**config.mk**
```make
export PLATFORM = sky130hd
export DESIGN_NAME = peer_table_with_aging
export DESIGN_NICKNAME = d
export VERILOG_FILES = /design/src/rtl/core/ptwa_pkg.sv /design/src/rtl/core/ptwa_ram.sv /design/src/rtl/core/ptwa_age.sv /design/src/rtl/core/ptwa_regs.sv /design/src/rtl/core/ptwa_seq.sv /design/src/rtl/core/peer_table_with_aging.sv
export VERILOG_INCLUDE_DIRS = /design/src /design/src/rtl/core
export SDC_FILE = /design/constraint.sdc
export NUM_CORES = 2
export LEC_CHECK = 0
export BUFFER_PORTS_ARGS = -buffer_cell sky130_fd_sc_hd__buf_2
export CORE_AREA = 2 2 539 273
export CTS_CLUSTER_DIAMETER = 100
export CTS_CLUSTER_SIZE = 24
export DETAILED_ROUTE_END_ITERATION = 16
export DIE_AREA = 0 0 541 275
export PLACE_DENSITY = 0.75
export SLEW_MARGIN = 15
export SYNTH_ARGS = -nofsm -noshare
export SYNTH_HDL_FRONTEND = slang
export SYNTH_SLANG_ARGS = --single-unit
```
**constraint.sdc**
```tcl
create_clock -name clk -period 20.1 [get_ports clk]
set_clock_uncertainty 0.2 [all_clocks]
set_input_delay 3.015 -clock clk [delete_from_list [all_inputs] [get_ports clk]]
set_output_delay 3.015 -clock clk [all_outputs]
set_load 0.01 [all_outputs]
```
**src/rtl/core/peer_table_with_aging_defines.svh**
```systemverilog
// Assertion macros shared by the peer table RTL.
// Expects clk and arst_n in the scope of the module that uses them.
`ifndef PEER_TABLE_WITH_AGING_DEFINES_SVH
`define PEER_TABLE_WITH_AGING_DEFINES_SVH

// Same-cycle implication, disabled while reset is asserted.
`define PTWA_ASSERT_IMP(label, ante, cons, msg) \
	label: assert property (@(posedge clk) disable iff (!arst_n) (ante) |-> (cons)) \
		else $error(msg);

// Next-cycle implication, disabled while reset is asserted.
`define PTWA_ASSERT_NEXT(label, ante, cons, msg) \
	label: assert property (@(posedge clk) disable iff (!arst_n) (ante) |=> (cons)) \
		else $error(msg);

`endif

```
**src/rtl/core/ptwa_pkg.sv**
```systemverilog
// Package for the peer table with aging: payload structs, codes and defaults.
// Used by the register, sequencer and top modules; depends on nothing.
package ptwa_pkg;

	localparam int MAX_PEERS_DEF = 8;
	localparam int ID_BYTES_DEF  = 8;

	localparam logic [31:0] BCAST_INTERVAL_RST = 32'd300000;
	localparam logic [31:0] STALE_TIMEOUT_RST  = 32'd900000;

	localparam logic [1:0] OP_UPDATE = 2'd0;
	localparam logic [1:0] OP_TICK   = 2'd1;
	localparam logic [1:0] OP_READ   = 2'd2;

	localparam logic [2:0] STAT_UPDATED    = 3'd0;
	localparam logic [2:0] STAT_INSERTED   = 3'd1;
	localparam logic [2:0] STAT_FULL       = 3'd2;
	localparam logic [2:0] STAT_TICK_DONE  = 3'd3;
	localparam logic [2:0] STAT_READ_VALID = 3'd4;
	localparam logic [2:0] STAT_READ_EMPTY = 3'd5;

	localparam logic REG_BCAST_INTERVAL = 1'b0;
	localparam logic REG_STALE_TIMEOUT  = 1'b1;

	typedef struct packed {
		logic [1:0]  opcode;
		logic [31:0] now_ms;
		logic [63:0] node_id;
		logic [15:0] bat_mv;
		logic [31:0] uptime;
		logic [31:0] fw_version;
		logic [2:0]  read_index;
	} req_t;

	typedef struct packed {
		logic [2:0]  status;
		logic [2:0]  slot;
		logic        broadcast_due;
		logic [3:0]  removed_count;
		logic [3:0]  peer_count;
		logic [63:0] out_node_id;
		logic [15:0] out_bat_mv;
		logic [31:0] out_uptime;
		logic [31:0] out_fw_version;
	} res_t;

	typedef struct packed {
		logic [63:0] node_id;
		logic [15:0] bat_mv;
		logic [31:0] uptime;
		logic [31:0] fw_version;
		logic [31:0] heard_ms;
	} entry_t;

	typedef struct packed {
		logic [31:0] bcast_interval;
		logic [31:0] stale_timeout;
	} cfg_t;

endpackage

```
**src/rtl/core/ptwa_ram.sv**
```systemverilog
// Generic single-write, single-read RAM with registered read data.
// Depends on nothing; used for the peer table storage.
module ptwa_ram #(
	parameter int WIDTH = 8,
	parameter int DEPTH = 8,
	localparam int AW = (DEPTH > 1) ? $clog2(DEPTH) : 1
) (
	input  logic             clk,
	input  logic             we,
	input  logic [AW-1:0]    waddr,
	input  logic [WIDTH-1:0] wdata,
	input  logic [AW-1:0]    raddr,
	output logic [WIDTH-1:0] rdata
);

	logic [WIDTH-1:0] mem_q [DEPTH];
	logic [WIDTH-1:0] rdata_q;

	always_ff @(posedge clk) begin
		if (we) begin
			mem_q[waddr] <= wdata;
		end
		rdata_q <= mem_q[raddr];
	end

	assign rdata = rdata_q;

endmodule

```
**src/rtl/core/ptwa_age.sv**
```systemverilog
// Shared age comparator: (now - base) mod 2^32 compared against a limit.
// Used for both the broadcast interval check and the stale entry check.
module ptwa_age (
	input  logic [31:0] now_ms,
	input  logic [31:0] base_ms,
	input  logic [31:0] limit_ms,
	output logic        exceeded
);

	logic [31:0] diff;

	assign diff     = now_ms - base_ms;
	assign exceeded = diff > limit_ms;

endmodule

```
**src/rtl/core/ptwa_regs.sv**
```systemverilog
// Configuration registers behind the APB-style port.
// Depends on ptwa_pkg for the register layout and reset values.
module ptwa_regs
	import ptwa_pkg::*;
(
	input  logic        clk,
	input  logic        arst_n,
	input  logic        psel,
	input  logic        penable,
	input  logic        pwrite,
	input  logic [2:0]  paddr,
	input  logic [31:0] pwdata,
	output logic [31:0] prdata,
	output logic        pready,
	output cfg_t        cfg
);

	cfg_t cfg_q;
	logic wr_en;

	assign wr_en = psel && penable && pwrite;

	always_ff @(posedge clk or negedge arst_n) begin
		if (!arst_n) begin
			cfg_q.bcast_interval <= BCAST_INTERVAL_RST;
			cfg_q.stale_timeout  <= STALE_TIMEOUT_RST;
		end else if (wr_en) begin
			if (paddr[2] == REG_STALE_TIMEOUT) begin
				cfg_q.stale_timeout <= pwdata;
			end else begin
				cfg_q.bcast_interval <= pwdata;
			end
		end
	end

	// Only bit 2 selects a register; the low bits are byte offsets.
	assign prdata = (paddr[2] == REG_BCAST_INTERVAL) ? cfg_q.bcast_interval
	                                                 : cfg_q.stale_timeout;
	assign pready = 1'b1;
	assign cfg    = cfg_q;

endmodule

```
**src/rtl/core/ptwa_seq.sv**
```systemverilog
// Sequencer for the peer table: walks the entries one per cycle through the
// table RAM and the shared age comparator. Depends on ptwa_pkg and the macros.
`include "peer_table_with_aging_defines.svh"

module ptwa_seq
	import ptwa_pkg::*;
#(
	parameter int MAX_PEERS = MAX_PEERS_DEF,
	parameter int ID_BYTES  = ID_BYTES_DEF,
	localparam int AW = (MAX_PEERS > 1) ? $clog2(MAX_PEERS) : 1
) (
	input  logic          clk,
	input  logic          arst_n,
	input  logic          start,
	output logic          busy,
	input  req_t          req,
	output logic          done,
	output res_t          res,
	input  cfg_t          cfg,
	output logic [31:0]   age_now,
	output logic [31:0]   age_base,
	output logic [31:0]   age_limit,
	input  logic          age_gt,
	output logic          mem_we,
	output logic [AW-1:0] mem_waddr,
	output entry_t        mem_wdata,
	output logic [AW-1:0] mem_raddr,
	input  entry_t        mem_rdata
);

	localparam int CW = $clog2(MAX_PEERS + 1);
	localparam int KW = (CW > 3) ? CW : 3;
	localparam logic [63:0] ID_MASK =
		(ID_BYTES >= 8) ? {64{1'b1}} : ((64'd1 << (8 * ID_BYTES)) - 64'd1);

	localparam logic [2:0] ST_IDLE  = 3'd0;
	localparam logic [2:0] ST_SCAN  = 3'd1;
	localparam logic [2:0] ST_BCAST = 3'd2;
	localparam logic [2:0] ST_AGE   = 3'd3;
	localparam logic [2:0] ST_RD    = 3'd4;
	localparam logic [2:0] ST_RDW   = 3'd5;

	logic [2:0]    state_q;
	req_t          req_q;
	logic [CW-1:0] ic_q;
	logic          v_s1;
	logic [AW-1:0] ix_s1;
	logic [CW-1:0] keep_q;
	logic [CW-1:0] removed_q;
	logic [CW-1:0] total_q;
	logic [31:0]   last_bcast_q;
	logic          due_q;
	logic          done_q;
	res_t          res_q;
	res_t          rd_res;

	logic [63:0] id_m;
	logic        id_hit;
	logic        scan_end;
	logic        issue;
	logic        rd_ok;
	logic        has_room;

	function automatic res_t mk_res(logic [2:0] status, logic [2:0] slot, logic due,
	                                logic [3:0] removed, logic [3:0] count);
		res_t r;
		r               = '0;
		r.status        = status;
		r.slot          = slot;
		r.broadcast_due = due;
		r.removed_count = removed;
		r.peer_count    = count;
		return r;
	endfunction

	assign id_m     = req_q.node_id & ID_MASK;
	assign id_hit   = v_s1 && (mem_rdata.node_id == id_m);
	assign scan_end = !v_s1 && (ic_q == total_q);
	assign issue    = ic_q < total_q;
	assign rd_ok    = KW'(req.read_index) < KW'(total_q);
	assign has_room = total_q < CW'(MAX_PEERS);

	// The comparator checks the broadcast interval first, then each entry's age.
	assign age_now   = req_q.now_ms;
	assign age_base  = (state_q == ST_BCAST) ? last_bcast_q : mem_rdata.heard_ms;
	assign age_limit = (state_q == ST_BCAST) ? cfg.bcast_interval : cfg.stale_timeout;

	assign mem_raddr = ic_q[AW-1:0];

	always_comb begin
		mem_we    = 1'b0;
		mem_waddr = ix_s1;
		mem_wdata = '{node_id: id_m, bat_mv: req_q.bat_mv,
		              uptime: req_q.uptime, fw_version: req_q.fw_version,
		              heard_ms: req_q.now_ms};
		case (state_q)
			ST_SCAN: begin
				if (id_hit) begin
					mem_we = 1'b1;
				end else if (scan_end && has_room) begin
					mem_we    = 1'b1;
					mem_waddr = total_q[AW-1:0];
				end
			end
			ST_AGE: begin
				// Survivors move down to the next free position, keeping their order.
				if (v_s1 && !age_gt) begin
					mem_we    = 1'b1;
					mem_waddr = keep_q[AW-1:0];
					mem_wdata = mem_rdata;
				end
			end
			default: begin
				mem_we = 1'b0;
			end
		endcase
	end

	always_comb begin
		rd_res                = mk_res(STAT_READ_VALID, req_q.read_index, 1'b0,
		                               4'd0, 4'(total_q));
		rd_res.out_node_id    = mem_rdata.node_id;
		rd_res.out_bat_mv     = mem_rdata.bat_mv;
		rd_res.out_uptime     = mem_rdata.uptime;
		rd_res.out_fw_version = mem_rdata.fw_version;
	end

	always_ff @(posedge clk or negedge arst_n) begin
		if (!arst_n) begin
			state_q      <= ST_IDLE;
			ic_q         <= '0;
			v_s1         <= 1'b0;
			ix_s1        <= '0;
			keep_q       <= '0;
			removed_q    <= '0;
			total_q      <= '0;
			last_bcast_q <= '0;
			due_q        <= 1'b0;
			done_q       <= 1'b0;
		end else begin
			done_q <= 1'b0;
			if ((state_q == ST_SCAN) || (state_q == ST_AGE)) begin
				v_s1  <= issue;
				ix_s1 <= ic_q[AW-1:0];
				if (issue) begin
					ic_q <= ic_q + 1'b1;
				end
			end
			case (state_q)
				ST_IDLE: begin
					if (start) begin
						ic_q      <= '0;
						v_s1      <= 1'b0;
						keep_q    <= '0;
						removed_q <= '0;
						case (req.opcode)
							OP_UPDATE: state_q <= ST_SCAN;
							OP_TICK:   state_q <= ST_BCAST;
							OP_READ: begin
								if (rd_ok) begin
									ic_q    <= CW'(req.read_index);
									state_q <= ST_RD;
								end else begin
									done_q <= 1'b1;
								end
							end
							default: begin
								done_q <= 1'b1;
							end
						endcase
					end
				end
				ST_SCAN: begin
					if (id_hit) begin
						done_q  <= 1'b1;
						state_q <= ST_IDLE;
					end else if (scan_end) begin
						if (has_room) begin
							total_q <= total_q + 1'b1;
						end
						done_q  <= 1'b1;
						state_q <= ST_IDLE;
					end
				end
				ST_BCAST: begin
					due_q <= age_gt;
					if (age_gt) begin
						last_bcast_q <= req_q.now_ms;
					end
					state_q <= ST_AGE;
				end
				ST_AGE: begin
					if (v_s1) begin
						if (age_gt) begin
							removed_q <= removed_q + 1'b1;
						end else begin
							keep_q <= keep_q + 1'b1;
						end
					end else if (scan_end) begin
						total_q <= keep_q;
						done_q  <= 1'b1;
						state_q <= ST_IDLE;
					end
				end
				ST_RD: begin
					state_q <= ST_RDW;
				end
				ST_RDW: begin
					done_q  <= 1'b1;
					state_q <= ST_IDLE;
				end
				default: begin
					state_q <= ST_IDLE;
				end
			endcase
		end
	end

	// Result payload; the strobe alone marks it valid.
	always_ff @(posedge clk) begin
		case (state_q)
			ST_IDLE: begin
				if (req.opcode == OP_READ) begin
					res_q <= mk_res(STAT_READ_EMPTY, req.read_index, 1'b0, 4'd0, 4'(total_q));
				end else begin
					res_q <= mk_res(STAT_READ_EMPTY, 3'd0, 1'b0, 4'd0, 4'(total_q));
				end
			end
			ST_SCAN: begin
				if (id_hit) begin
					res_q <= mk_res(STAT_UPDATED, 3'(ix_s1), 1'b0, 4'd0, 4'(total_q));
				end else if (has_room) begin
					res_q <= mk_res(STAT_INSERTED, 3'(total_q), 1'b0, 4'd0,
					                4'(total_q + 1'b1));
				end else begin
					res_q <= mk_res(STAT_FULL, 3'd0, 1'b0, 4'd0, 4'(total_q));
				end
			end
			ST_AGE: begin
				res_q <= mk_res(STAT_TICK_DONE, 3'd0, due_q, 4'(removed_q), 4'(keep_q));
			end
			ST_RDW: begin
				res_q <= rd_res;
			end
			default: begin
				res_q <= res_q;
			end
		endcase
	end

	always_ff @(posedge clk) begin
		if ((state_q == ST_IDLE) && start) begin
			req_q <= req;
		end
	end

	assign busy = (state_q != ST_IDLE);
	assign done = done_q;
	assign res  = res_q;

	`PTWA_ASSERT_IMP(a_we_in_walk, mem_we, state_q == ST_SCAN || state_q == ST_AGE, "table write outside a walk")
	`PTWA_ASSERT_IMP(a_issue_bound, state_q == ST_SCAN || state_q == ST_AGE, ic_q <= total_q, "issue counter passed the table size")
	`PTWA_ASSERT_IMP(a_compact_count, state_q == ST_AGE && v_s1, CW'(keep_q + removed_q) == CW'(ix_s1), "kept plus removed does not match position")
	`PTWA_ASSERT_IMP(a_insert_grows, done_q && res_q.status == STAT_INSERTED, total_q == CW'($past(total_q) + 1'b1), "insert did not grow the table by one")

endmodule

```
**src/rtl/core/peer_table_with_aging.sv**
```systemverilog
// Done strobe: an update walks the stored entries looking for the id; a tick checks the
// broadcast interval, then walks and compacts the entries; a read of a stored entry
// reads the table RAM once; a read past the end or an unused opcode answers from idle.
// Throughput: one transaction at a time; busy stays high until the result is issued,
// set by the walk over the table RAM, one entry per cycle.
// Reset: registers return to their defaults and the table empties at once; no clear pass.
module peer_table_with_aging
	import ptwa_pkg::*;
#(
	parameter int MAX_PEERS = MAX_PEERS_DEF,
	parameter int ID_BYTES  = ID_BYTES_DEF
) (
	input  logic        clk,
	input  logic        arst_n,
	input  logic        start,
	output logic        busy,
	input  req_t        req,
	output logic        done,
	output res_t        res,
	input  logic        psel,
	input  logic        penable,
	input  logic        pwrite,
	input  logic [2:0]  paddr,
	input  logic [31:0] pwdata,
	output logic [31:0] prdata,
	output logic        pready
);

	localparam int AW = (MAX_PEERS > 1) ? $clog2(MAX_PEERS) : 1;

	cfg_t          cfg;
	logic [31:0]   age_now;
	logic [31:0]   age_base;
	logic [31:0]   age_limit;
	logic          age_gt;
	logic          mem_we;
	logic [AW-1:0] mem_waddr;
	entry_t        mem_wdata;
	logic [AW-1:0] mem_raddr;
	entry_t        mem_rdata;

	ptwa_regs u_regs (
		.clk     (clk),
		.arst_n  (arst_n),
		.psel    (psel),
		.penable (penable),
		.pwrite  (pwrite),
		.paddr   (paddr),
		.pwdata  (pwdata),
		.prdata  (prdata),
		.pready  (pready),
		.cfg     (cfg)
	);

	ptwa_age u_age (
		.now_ms   (age_now),
		.base_ms  (age_base),
		.limit_ms (age_limit),
		.exceeded (age_gt)
	);

	ptwa_ram #(
		.WIDTH ($bits(entry_t)),
		.DEPTH (MAX_PEERS)
	) u_table (
		.clk   (clk),
		.we    (mem_we),
		.waddr (mem_waddr),
		.wdata (mem_wdata),
		.raddr (mem_raddr),
		.rdata (mem_rdata)
	);

	ptwa_seq #(
		.MAX_PEERS (MAX_PEERS),
		.ID_BYTES  (ID_BYTES)
	) u_seq (
		.clk       (clk),
		.arst_n    (arst_n),
		.start     (start),
		.busy      (busy),
		.req       (req),
		.done      (done),
		.res       (res),
		.cfg       (cfg),
		.age_now   (age_now),
		.age_base  (age_base),
		.age_limit (age_limit),
		.age_gt    (age_gt),
		.mem_we    (mem_we),
		.mem_waddr (mem_waddr),
		.mem_wdata (mem_wdata),
		.mem_raddr (mem_raddr),
		.mem_rdata (mem_rdata)
	);

endmodule

```
# After elaboration in Yosys (flattened, before gate mapping)
# Memory sizes are Yosys's and may differ from the RTL's. A register that Yosys moved wholly into a read port is not among the register bits.
# Index checks and enable logic that the tools add are counted.
[word_totals] memories=1 wordCells=137 out_inout_bits=194 input_bits=222 ff_bits=459 ramBits=1408
[mem_list] name="u_table.mem_q" depth=8 word_bits=176 read_ports=1 rd_clocked_by_memory_dff=1 wr=1 line_no="ptwa_ram.sv:16" rtl="logic [WIDTH-1:0] mem_q [DEPTH];"
[classes] n_eq_ne=20 reduce_logical=24 bitwise_logic=1 add_sub_neg=5 n_lt_le_gt_ge=4 muxes=55
[op_table] op="$pmux 159 s4" count=1
[op_table] op="$mux 176" count=2
[op_table] op="$mux 159" count=1
[op_table] op="$mux 158" count=1
[op_table] op="$mux 156" count=1
[op_table] op="$mux 32" count=3
[op_table] op="$eq 64x64->1" count=1
[op_table] op="$mux 4" count=15
[op_table] op="$gt 32x32->1" count=1
[op_table] op="$sub 32x32->32" count=1
[op_table] op="$mux 3" count=9
[op_table] op="$pmux 4 s2" count=3
[op_table] op="$add 4x1->4 const B" count=4
[op_table] op="$pmux 3 s5" count=1
[op_table] op="$mux 1" count=13
[op_table] op="$reduce_and 4->1" count=3
[op_table] op="$ne 2x1->1 const B" count=5
[op_table] op="$pmux 3 s3" count=1
[op_table] op="$ne 2x2->1 const B" count=4
[op_table] op="$logic_and 1x1->1" count=7
[op_table] op="$eq 3x2->1 const B" count=2
[op_table] op="$eq 3x3->1 const B" count=2
[op_table] op="$pmux 3 s2" count=1
[op_table] op="$reduce_and 2->1" count=3
[op_table] op="other kinds (21)" count=24

# Depth between registers and ports, before layout
[logic_depth] word_depth=10 depth_mapped=31 mapped_depth_nobuf=25

# Modules after synthesis
# From an unflattened synthesis, not the netlist that was laid out.
[unflattened] hier_cells=4036 area_unflattened_um2=80280.7
[by_module_without_submodules] module="ptwa_ram" cells_per_inst=2223 n_inst=1 seq_area_each_um2=45803.9 area_per_inst_um2=56531.7
[by_module_without_submodules] module="ptwa_seq" cells_per_inst=1251 n_inst=1 seq_area_each_um2=11576.1 area_per_inst_um2=18134.9
[by_module_without_submodules] module="ptwa_regs" cells_per_inst=174 n_inst=1 seq_area_each_um2=1625.3 area_per_inst_um2=2935.3
[by_module_without_submodules] module="ptwa_age" cells_per_inst=388 n_inst=1 seq_area_each_um2=0.0 area_per_inst_um2=2678.8

# Worst setup path after synthesis
# No wires, ideal clock.
[synth_path] path_type="register -> register" startpoint="register u_seq.state_q[0]" endpoint="memory u_table.mem_q[5][0] (netlist name), enable pin" t_arrival_ps=17694 slack_ps=1279 setup_ps=927 period_less_slack_ps=18821 path_buffers=6 t_required_ps=18973 stages_incl_launch_ff=28 cell_sequence="dfrtp_1 -> clkbuf_1 -> or3_1 -> clkbuf_1 -> buf_1 -> clkbuf_1 -> mux2i_1 -> ha_1 -> a21o_1 -> a21o_1 -> a221o_1 -> a311oi_1 -> o21bai_1 -> a41oi_1 -> o21ai_0 -> xor2_1 -> ha_1 -> a21o_1 -> a21o_1 -> a21oi_2 -> a21oi_1 -> a221o_1 -> o21ai_2 -> and2_1 -> buf_4 -> buf_6 -> a221oi_2 -> nor3_1"
[synth_between] elab_chain_len=10 elab_cells_between_ends=15 classes_between="1 x add/sub; 1 x order compare; 3 x eq/ne; 8 x mux; 2 x reduce/logical"
[synth_lines] item="from (decl)" line_no="ptwa_seq.sv:43" rtl="logic [2:0] state_q;"
[synth_lines] item="from (signal assigned)" line_no="ptwa_seq.sv:130" rtl="state_q <= ST_IDLE;"
[synth_lines] item="from (signal assigned)" line_no="ptwa_seq.sv:157" rtl="OP_UPDATE: state_q <= ST_SCAN;"
[synth_lines] item="from (signal assigned)" line_no="ptwa_seq.sv:158" rtl="OP_TICK: state_q <= ST_BCAST;"
[synth_lines] item="$eq 3x2->1" line_no="ptwa_seq.sv:85, ptwa_seq.sv:86"
[synth_lines] item="$mux 32" line_no="ptwa_seq.sv:85" rtl="assign age_base = (state_q == ST_BCAST) ? last_bcast_q : mem_rdata.heard_ms;"
[synth_lines] item="$sub 32x32->32" line_no="ptwa_age.sv:12" rtl="assign diff = now_ms - base_ms;"
[synth_lines] item="$gt 32x32->1" line_no="ptwa_age.sv:13" rtl="assign exceeded = diff > limit_ms;"
[synth_lines] item="$logic_not 1->1" line_no="ptwa_seq.sv:107" rtl="if (v_s1 && !age_gt) begin"
[synth_lines] item="$logic_and 1x1->1" line_no="ptwa_seq.sv:107"
[synth_lines] item="$mux 1" line_no="ptwa_seq.sv:107"
[synth_lines] item="$pmux 1 s2" line_no="ptwa_seq.sv:96" rtl="case (state_q)"
[synth_lines] item="$mux 1" line_no="ptwa_ram.sv:20" rtl="if (we) begin"
[synth_lines] item="$mux 1 (implied by the code)" line_no="ptwa_ram.sv:21" rtl="mem_q[waddr] <= wdata;"
[synth_lines] item="to (decl)" line_no="ptwa_ram.sv:16"
# Parallel ways exist; a longest one is shown, timed or not.

# Final worst setup path
[layout_path] startpoint="register u_seq.state_q[1]" endpoint="memory u_table.mem_q[4][150] (netlist name), enable pin"
# Same word-level chain as after synthesis.

==> results.tsv <==
stage	metric	value	unit
power_and_ir_drop	PwrDens	138	nW/um^2
yosys	register bit total from synthesis	2043	
grt	initial antenna violation count	19	
clocking	# hold bufs at CTS	0	
placement	hpwl dp	98800	um
power_and_ir_drop	Lkg Pwr	29.5	nW
hold_path	WHS Path Cells	1	
critical_path	Reg-to-Reg End	u_table.mem_q[4][150]	
critical_path	cell family with most CP delay	compound AO/OA/AOI/OAI gates	
yosys	Synth Net Count	4175	
sta	worst slew pin tran	1220	ps
clocking	CTS resizes	0	
sta	endpoints failing setup	0	
yosys	sequential-to-total area share from yosys stat	74.8	%
critical_path	Worst path slowest cell	buf_4	
final_layout	layout cells sized above 1	32.7	%
floorplanning	I/O pin cnt	416	
critical_path	Worst R2R Start	u_seq.state_q[1]	
hold_path	hold endpoint	u_seq.due_q	
power_and_ir_drop	Comb power frac	31.9	%
final_layout	area grow syn2layout	9.00	%
critical_path	WS Path Type	reg2reg	
floorplanning	die width	541	um
power_and_ir_drop	share of total power in sequential cells	49.6	%
sta	worst rel slew slack	18.7	%
run_status	outcome	finished, final reports clean	
power_and_ir_drop	sw frac	32.1	%
final_layout	most common cell after layout, fill and taps aside	edfxtp_1	
power_and_ir_drop	Internal Pwr Total	8.06	mW
final_layout	NumNets Final	4547	
sta	Final Cycle Share	61.5	%
detailed_routing	DRT Wirelength	174000	um
critical_path	CP Data Arrival Time	12540	ps
final_layout	final core occ	59.5	%
grt	total global routing overflow	0	
yosys	YS warnings	0	
placement	port bufs	412	
clocking	clk sinks	2043	
detailed_routing	DRT iter0 DRCs	4444	
yosys	Cell variety after synth	68	
power_and_ir_drop	VDD IR max	0.104	mV
floorplanning	Starting Density	54.6	%
sta	crit path time final	12370	ps
critical_path	CP most frequent cell	buf_4	
final_layout	register area	59000	um^2
hold_path	Hold WC Path Type	reg2reg	
floorplanning	die area	149000	um^2
critical_path	crit start category	flop	
floorplanning	Die Height	275	um
grt	first-pass GRT wire length	254000	um
yosys	Primary FF master, synth	edfxtp_1	
grt	vias in the first global route	38300	
detailed_routing	DR pass1 iterations	6	
critical_path	CP Capture Type	flop	
detailed_routing	Final ANT Viol Nets	0	
final_layout	most frequent cells in the layout	edfxtp_1 (1,746), mux2_2 (445), buf_2 (411)	
yosys	Mapped Cells	3872	
power_and_ir_drop	Clk pwr share	18.5	%
floorplanning	Cell Rows	99	
yosys	Netlist Area Pre-Place	78900	um^2
detailed_routing	Post-route DRC	0	
grt	pin count of the biggest net entering global routing	139	
yosys	Post-synth EDFFs	1746	
detailed_routing	Via Count	38200	
clocking	CTS Buf Count	95	
grt	overall routing resource usage	23.3	%
critical_path	flop-to-flop setup slack	7730	ps
hold_path	worst hold start	u_seq.due_q	
critical_path	CP required	20270	ps
sta	final hold vios	0	
clocking	Clock Latency Late Sink	770	ps
clocking	setup repair bufs after CTS	0	
detailed_routing	Routed wire per std cell	27.9	um
yosys	share of synthesized registers carrying an async set or reset	5.92	%
clocking	Max Buffers Root-to-Sink	3	
critical_path	Reg2Reg Depth	27	
clocking	CTS tree	yes	
critical_path	CP peak stage delay	970	ps
flow_run	max cap viols	0	
clocking	CTS H-Tree Depth	3	
clocking	root buf cell	clkbuf_16	
floorplanning	core area	144000	um^2
final_layout	Fill cells	10200	
sta	maximum clock rate	80.8	MHz
sta	max-slew violations	0	
critical_path	crit-path max FO	59	
critical_path	Buf/Inv on CP	6	
sta	unrepaired setup endpoints after global routing	no	
detailed_routing	Via density	6.11	
final_layout	multi-input logic area	19000	um^2
placement	placer congestion estimate	0.853	
sta	setup TNS	0	ps
power_and_ir_drop	Switching Power	3.82	mW
clocking	Worst-path clk slew	100	ps
yosys	Mean Syn Cell Area	20.4	um^2
[final cells by class]
class | instances | share of cell area, %
Multi-Input combinational cell | 1605 | 22.1
Clock buffer | 168 | 3.08
Sequential cell | 2043 | 68.7
Antenna cell | 9 | 0.0262
Tap cell | 1919 | 2.79
Inverter | 35 | 0.162
Timing Repair Buffer | 464 | 2.97
Clock inverter | 8 | 0.195
[power groups by stage]
stage	sequential (mW)	combinational (mW)	clock (mW)
final	5.89	3.79	2.20
after global routing	5.94	4.11	2.40
after CTS	5.89	3.79	2.25
after detailed placement	5.97	3.77	0
after global placement	5.95	3.68	0
after floorplan	5.91	2.64	0
[worst reg2reg max path, delay by kind of cell, from the launching register on]
family | cells | cell delay [ps]
muxes | 1 | 200
and+or+nand+nor | 3 | 2110
AOI/OAI and AO/OA | 14 | 4180
adders and majority gates | 2 | 560
DFF | 1 | 910
buffers and inverters | 6 | 3610
xor gates and xnor gates | 1 | 170
[layer usage]
layer	vias to the layer above	track usage [%]	wire length (um)
met5	-	0	25
met1	20300	34.3	74800
met4	4	4.96	3190
met3	190	5.77	15300
li1	16300	-	-
met2	1439	35.8	81100
[synth_stat cells, types with 19 or more instances]
cell / instances / share of area [%]
nand2_1: 56 / 0.27
mux2_2: 445 / 6.4
nand3_1: 24 / 0.15
a21oi_1: 54 / 0.34
mux2_1: 34 / 0.49
edfxtp_1: 1746 / 66
mux4_2: 352 / 10
xnor2_1: 57 / 0.63
dfstp_2: 19 / 0.63
nand4_1: 19 / 0.15
o21ai_0: 34 / 0.22
inv_1: 35 / 0.17
dfrtp_1: 102 / 3.2
a21o_1: 27 / 0.26
buf_1: 50 / 0.24
xor2_1: 33 / 0.37
mux2i_1: 64 / 0.81
and3_1: 154 / 1.2
dfxtp_1: 176 / 4.5
clkbuf_1: 110 / 0.52
ha_1: 80 / 1.3
nor2_1: 40 / 0.19
[worst max-delay path by stage]
stage                                start                     to  slack, ps  cells after the start
final                     u_seq.state_q[1]  u_table.mem_q[4][150]       7730                     27
after floorplan           u_seq.state_q[0]    u_table.mem_q[5][0]       1280                     27
after detailed placement  u_seq.state_q[1]  u_table.mem_q[4][108]       7990                     27
after CTS                 u_seq.state_q[1]  u_table.mem_q[4][101]       7920                     27
after global placement    u_seq.state_q[1]  u_table.mem_q[4][108]       8080                     27
after global routing      u_seq.state_q[1]  u_table.mem_q[4][150]       7070                     27
[state kept, by name, indices dropped and copies added, names as in the netlist]
name	count
u_seq.removed_q	4
u_regs.cfg	64
u_seq.total_q	4
u_seq.rd_res	3
u_seq.due_q	1
u_seq.keep_q	4
u_seq.ix_s1	3
u_seq.last_bcast_q	32
u_seq.state_q	3
u_table.mem_q	1408
u_seq.age_now	32
u_seq.res	159
u_table.rdata	176
u_seq.req_q	80
u_seq.ic_q	4
u_seq.v_s1	1
u_seq.id_m	64
u_seq.done	1
[metrics by stage]
stage               cell area, um^2  power (mW)  hold slack (ps)  setup WS [ps]  cells
floorplan                     78900        8.54              241           1280   3872
global placement              83100        9.63              268           8080   6066
detailed placement            83100        9.74              272           7990   6066
CTS                           85900        11.9              294           7920   6242
global route                  85900        12.5              320           7070   6249
finish                        86000        11.9              297           7730   6251
[kinds of logic after synthesis]
| family | after synthesis | synth area share [%] |
|---|---|---|
| multiplexers | 895 | 17.7 |
| adder cells (fa/ha/maj) | 82 | 1.31 |
| AO/OA/AOI/OAI | 185 | 1.53 |
| buffers and inverters | 224 | 1.18 |
| AND/OR/NAND/NOR | 352 | 2.44 |
| XOR/XNOR | 90 | 1.00 |
| other | 1 | 0.00476 |
| flip-flops | 2043 | 74.8 |
(Power assumes the default switching activity.)
